===== config.mk =====
export PLATFORM = sky130hd
export DESIGN_NAME = hbd_front
export DESIGN_NICKNAME = d
export VERILOG_FILES = /design/src/rtl/hbd_pkg.sv /design/src/rtl/hbd_front.sv
export SDC_FILE = /design/constraint.sdc
export NUM_CORES = 1
export LEC_CHECK = 0
export BUFFER_PORTS_ARGS = -buffer_cell sky130_fd_sc_hd__buf_4
export CORE_ASPECT_RATIO = 1.1
export CORE_MARGIN = 8
export CORE_UTILIZATION = 52
export CTS_BUF_LIST = sky130_fd_sc_hd__clkbuf_16
export CTS_CLUSTER_SIZE = 40
export DETAILED_ROUTE_END_ITERATION = 8
export PLACE_DENSITY = 0.79
export SYNTH_ARGS = -nofsm -noshare
export SYNTH_HDL_FRONTEND = slang
export SYNTH_SLANG_ARGS = --single-unit
export TNS_END_PERCENT = 100

===== constraint.sdc =====
create_clock -name clk -period 4.5 [get_ports clk]
set_input_delay 0 -clock clk [delete_from_list [all_inputs] [get_ports clk]]
set_output_delay 0 -clock clk [all_outputs]
set_load 0.005 [all_outputs]

===== src/rtl/hbd_pkg.sv =====
// Shared types and constants of the Huffman bitstream decoder.
package hbd_pkg;

    localparam int IDX_W     = 10;
    localparam int SYM_W     = 8;
    localparam int BYTE_BITS = 8;
    localparam int CNT_W     = $clog2(BYTE_BITS);
    localparam int Q_DEPTH   = 2;
    localparam int Q_PTR_W   = $clog2(Q_DEPTH);
    localparam int Q_CNT_W   = $clog2(Q_DEPTH + 1);

    localparam logic [1:0] OP_WRITE = 2'd0;
    localparam logic [1:0] OP_DATA  = 2'd1;
    localparam logic [1:0] OP_START = 2'd2;

    typedef enum logic [1:0] {
        CMD_WRITE,
        CMD_DATA,
        CMD_START
    } cmd_kind_t;

    typedef struct packed {
        logic             is_leaf;
        logic             is_end;
        logic [SYM_W-1:0] sym;
        logic [IDX_W-1:0] lo;
        logic [IDX_W-1:0] hi;
    } node_t;

    typedef struct packed {
        cmd_kind_t            kind;
        logic [IDX_W-1:0]     idx;
        node_t                node;
        logic [BYTE_BITS-1:0] data;
    } cmd_t;

    typedef struct packed {
        logic [SYM_W-1:0] symbol;
        logic             eom;
    } result_t;

    typedef enum logic [1:0] {
        ST_IDLE,
        ST_START,
        ST_WALK,
        ST_FLUSH
    } state_t;

endpackage


===== src/rtl/hbd_front.sv =====
// Input front end: accepts stream transactions, classifies them and queues commands.
module hbd_front (
    input  logic          clk,
    input  logic          rst_n,
    input  logic          s_tvalid,
    output logic          s_tready,
    input  logic [47:0]   s_tdata,
    input  logic [1:0]    s_tuser,
    output logic          cmd_valid,
    input  logic          cmd_ready,
    output hbd_pkg::cmd_t cmd
);
    import hbd_pkg::*;

    cmd_t                q_mem [Q_DEPTH];
    logic [Q_PTR_W-1:0]  wr_ptr_reg;
    logic [Q_PTR_W-1:0]  wr_ptr_next;
    logic [Q_PTR_W-1:0]  rd_ptr_reg;
    logic [Q_PTR_W-1:0]  rd_ptr_next;
    logic [Q_CNT_W-1:0]  count_reg;
    logic [Q_CNT_W-1:0]  count_next;
    cmd_t                in_cmd;
    logic                keep;
    logic                push;
    logic                pop;

    always_comb
    begin
        in_cmd.idx          = s_tdata[9:0];
        in_cmd.node.is_leaf = s_tdata[10];
        in_cmd.node.is_end  = s_tdata[11];
        in_cmd.node.sym     = s_tdata[19:12];
        in_cmd.node.lo      = s_tdata[29:20];
        in_cmd.node.hi      = s_tdata[39:30];
        in_cmd.data         = s_tdata[47:40];
        keep                = 1'b1;
        unique case (s_tuser)
            OP_WRITE: in_cmd.kind = CMD_WRITE;
            OP_DATA:  in_cmd.kind = CMD_DATA;
            OP_START: in_cmd.kind = CMD_START;
            default:
            begin
                in_cmd.kind = CMD_WRITE;
                keep        = 1'b0;
            end
        endcase
    end

    assign s_tready  = (count_reg != Q_CNT_W'(Q_DEPTH));
    assign cmd_valid = (count_reg != '0);
    assign cmd       = q_mem[rd_ptr_reg];
    assign push      = s_tvalid && s_tready && keep;
    assign pop       = cmd_valid && cmd_ready;

    always_comb
    begin
        wr_ptr_next = push ? Q_PTR_W'(wr_ptr_reg + 1'b1) : wr_ptr_reg;
        rd_ptr_next = pop ? Q_PTR_W'(rd_ptr_reg + 1'b1) : rd_ptr_reg;
        count_next  = count_reg;
        if (push && !pop)
        begin
            count_next = Q_CNT_W'(count_reg + 1'b1);
        end
        else if (pop && !push)
        begin
            count_next = Q_CNT_W'(count_reg - 1'b1);
        end
    end

    always_ff @(posedge clk or negedge rst_n)
    begin
        if (!rst_n)
        begin
            wr_ptr_reg <= '0;
            rd_ptr_reg <= '0;
            count_reg  <= '0;
        end
        else
        begin
            wr_ptr_reg <= wr_ptr_next;
            rd_ptr_reg <= rd_ptr_next;
            count_reg  <= count_next;
        end
    end

    always_ff @(posedge clk)
    begin
        if (push)
        begin
            q_mem[wr_ptr_reg] <= in_cmd;
        end
    end

endmodule


* Word level (Yosys, flattened, before mapping)
Memory sizes are Yosys's and may differ from the RTL's. Cells that the tools add are included. Widths: inputs -> output; s select.
Operators by class: multiplexer cells 6, reductions and logical operators 11, equal/unequal tests 3, add/subtract/negate cells 4
Operators with widths (count):
- $logic_and 1x1->1 | 5
- $mux 2 | 2
- $pmux 2 s2 | 1
- $reduce_bool 2->1 | 2
- $mux 1 | 3
- $reduce_or 3->1 | 1
- $add 1x1->1 const B | 2
- $add 2x1->2 const B | 1
- $eq 2x1->1 const B | 1
- $eq 2x2->1 const B | 1
- $logic_not 1->1 | 2
- $logic_not 2->1 | 1
- $ne 2x2->1 const B | 1
- $sub 2x1->2 const B | 1
Storage, ports and cells: flip-flop bits (word level) 4, logic and storage cells 28, bits in writable memories 100, memories kept 1, bits of input ports 54
Memories:
- q_mem | words 2, width 50, read ports 1, clocked after memory_dff 0, wr ports 1, line hbd_front.sv:15 | cmd_t q_mem [Q_DEPTH];

* Longest topological paths before layout
word-level depth 8, mapped depth 7, mapped depth without buffers 7

* Worst setup path before layout
Ideal clock, no wire load.
kind flip-flop to flip-flop, start reg count_reg[0], end mem q_mem[0][0] (netlist name), enable pin, cell stages (with the launch flop) 4, path buffers 0, arrival time 2770 ps, setup slack 1272 ps, data required time 4042 ps, library setup time 458 ps, cell sequence dfrtp_1 -> nand2b_1 -> nand3_2 -> nor2_1
Between the ends: longest elaborated chain between the ends 5
Ends and longest elaborated chain:
- start, declared | line hbd_front.sv:20 | logic [Q_CNT_W-1:0] count_reg;
- start signal, assigned | line hbd_front.sv:82 | count_reg <= count_next;
- $ne 2x2->1 | line hbd_front.sv:49 | assign s_tready = (count_reg != Q_CNT_W'(Q_DEPTH));
- via s_tready | line hbd_front.sv:6 | output logic s_tready,
- $logic_and 1x1->1 (2 in a row) | line hbd_front.sv:52 | assign push = s_tvalid && s_tready && keep;
- $mux 1 | line hbd_front.sv:88 | if (push)
- $mux 1 (not written as such) | line hbd_front.sv:90 | q_mem[wr_ptr_reg] <= in_cmd;
- end, declared | line hbd_front.sv:15
The timed path passes the listed nets, and every way through them passes these cells.

* Final worst setup path
start reg count_reg[0], end mem q_mem[1][16] (netlist name), enable pin
Between the ends: longest elaborated chain between the ends 5
Ends and longest elaborated chain (line):
- $ne 2x2->1 | hbd_front.sv:49
- $logic_and 1x1->1 (2 in a row) | hbd_front.sv:52
- $mux 1 | hbd_front.sv:88
- $mux 1 (not written as such) | hbd_front.sv:90
No other way between the ends.

==> results.txt <==
hpwl dp: 4970 µm
TritonRoute pass-1 iters: 4
CTS H-tree lvls: 3
Worst setup EP type: flip-flop
total gr overflow: 0
CORE AREA: 0.00774 mm²
fillers: 472
share of layout cells above drive strength 1: 0.506
slowest CP cell: nor2_4
delay-heaviest family, CP: simple AND/OR/NAND/NOR gates
FP Rows: 34
Root Driver: clkbuf_16
pin count of the biggest net entering global routing: 52
Req. time, crit path: 4.49 ns
Hold Crit Class: primary input to flip-flop
Post-Route WL: 7630 µm
Pleak: 2.33 nW
clock latency on the worst-skew pair: 0.34 ns
synthesized instance count: 178
Ant. Diodes: 0
# IOs: 106
Final Instance Count excl. Fillers: 456
CTS clock-pin slew for the worst setup and hold paths: 0.06 ns
Avg WL per Cell: 16.7 µm
min cycle time layout: 2.10 ns
clk_skew: 0.00814 ns
PwrDens: 556 mW/mm²
placed cell count: 387
worst-path cell chain: nand2b_1 > nand3_2 > nor2_4 > buf_4
Die Width: 100 µm
Seq/Total Area, Yosys: 0.761
vias per inst: 4.71
initial antenna violation count: 0
fin nets: 398
Crit Path Category: flip-flop to flip-flop
max FFs per register: 100
max_slew headroom: 0.383
first-pass GRT wire length: 11,800 µm
Post-CTS Setup Bufs: 0
post-synth net total: 233
leading cell type in the layout, fill and taps excluded: buf_4
Max Root-Sink Buffers: 2
RSZ-0062 raised after global routing: false
Setup Viol. Count Final: 0
Max stage delay on crit path: 0.52 ns
Yosys reg bits: 104
Port-buffer cells: 105
area grow syn2layout: 41.6%
fmax: 477 MHz
GR Util All Layers: 0.143
Initial Util: 0.527
synthesized area: 0.00408 mm²
syn avg cell area: 22.9 µm²
clock sink count: 104
RD Place Congestion: 0.656
critical path arrival: 2.09 ns
Slew Viols, Final: 0
buffers and inverters on the worst path: 1
DR vias: 2,148
post-route antenna net violation count: 0
yosys warns: 0
Die Height: 109 µm
starting DRC count in detailed routing: 126
Placed Area: 0.00492 mm²
TritonCTS buffer count: 9
TNS Setup: 0 ns
post-route cell area: 0.00577 mm²
most frequent cells in the layout: 107 x buf_4, 100 x edfxtp_1, 53 x dlygate4sd3_1, 49 x mux2_4, 9 x clkbuf_16
Worst setup SP type: flip-flop
vias in the first global route: 2,315
Critical Path Fanout Max: 30
# DRC: 0
Tot Pwr: 3.21 mW
Tightest Pin Transition: 0.925 ns
CTS tree: done
Period Utilization, post-route: 0.466
VDD IR max: 0.462 mV
die area: 0.0109 mm²
status: complete, no violations
max_cap viols: 0
Hold Violations, Final: 0
Synth cell types: 16
cell type report:
class	count	area, µm²	share of cell area
repair buffers	160	1330	0.231
well taps	108	135	0.0234
clock inverters	7	93.8	0.0163
flip-flops and latches	104	3110	0.538
inverters	2	7.51	0.00130
clock buffers	9	225	0.0390
multi-input cells	66	872	0.151
through the flow:
step | setup slack (ns) | util | hold slack (ns)
after floorplan | 1.27 | - | -0.296
after global placement | 2.46 | 0.636 | -0.201
after detailed placement | 2.36 | 0.636 | -0.200
after CTS | 2.36 | 0.746 | 0.0406
after global routing | 2.26 | 0.746 | 0.0544
final | 2.40 | 0.746 | 0.0439
timing repair:
action / CTS / global route
hold buffers: 53 / 0
endpoints found under the hold margin: 105 / 0
gates resized for setup: 0 / 0
synthesized netlist by cell type:
cell type / n / area share
buf_12: 5 / 0.025
edfxtp_1: 100 / 0.74
xor2_1: 2 / 0.0043
nand2_1: 2 / 0.0018
mux2_4: 49 / 0.18
xnor2_1: 3 / 0.0064
nor2b_1: 2 / 0.0031
buf_6: 1 / 0.0028
nor2_1: 3 / 0.0028
ha_1: 1 / 0.0031
mux2_2: 1 / 0.0028
or2_1: 1 / 0.0015
inv_1: 2 / 0.0018
dfrtp_1: 4 / 0.025
nand3_2: 1 / 0.0025
nand2b_1: 1 / 0.0015
tightest hold or removal path, cell delays in order:
cell,delay (ns)
buf_4,0.11
nand3_2,0.13
xnor2_1,0.09
power by group:
group          switching, mW  internal [mW]
Clock                  0.325          0.488
Combinational          0.315          0.638
Sequential             0.171           1.27
cells by family (layout without fill, tap and decap cells):
kind of cell,after synthesis,in the layout,share of synthesized area
buffers and inverters,8,178,0.0291
xor gates and xnor gates,5,5,0.0107
adders and majority gates,1,1,0.00307
DFF,104,104,0.761
and+or+nand+nor,10,10,0.0132
muxes,50,50,0.183
path summary, 6_finish.rpt:
| check | start | end | slack [ns] | cells past startpoint |
|---|---|---|---|---|
| max | count_reg[0]$_DFFE_PN0P_ | q_mem[1][16]$_DFFE_PP_ | 2.40 | 4 |
| min | s_tvalid | wr_ptr_reg$_DFFE_PN0P_ | 0.04 | 3 |
| max reg2reg | count_reg[0]$_DFFE_PN0P_ | q_mem[1][16]$_DFFE_PP_ | 2.40 | 4 |
| min reg2reg | count_reg[1]$_DFFE_PN0P_ | count_reg[1]$_DFFE_PN0P_ | 0.50 | 1 |
| max in group asynchronous | rst_n | rd_ptr_reg$_DFFE_PN0P_ | 3.71 | 3 |
| min in group asynchronous | rst_n | wr_ptr_reg$_DFFE_PN0P_ | 0.59 | 3 |
metal layers:
layer | vias up | global-route usage | part of all wire | routed length [µm]
met5 | - | 0 | 0 | 0
met4 | 0 | 0.0595 | 0.016 | 120
met3 | 10 | 0.0511 | 0.066 | 502
met2 | 63 | 0.253 | 0.53 | 4050
met1 | 1054 | 0.153 | 0.39 | 2960
li1 | 1021 | - | - | -
(Power assumes the default switching activity.)
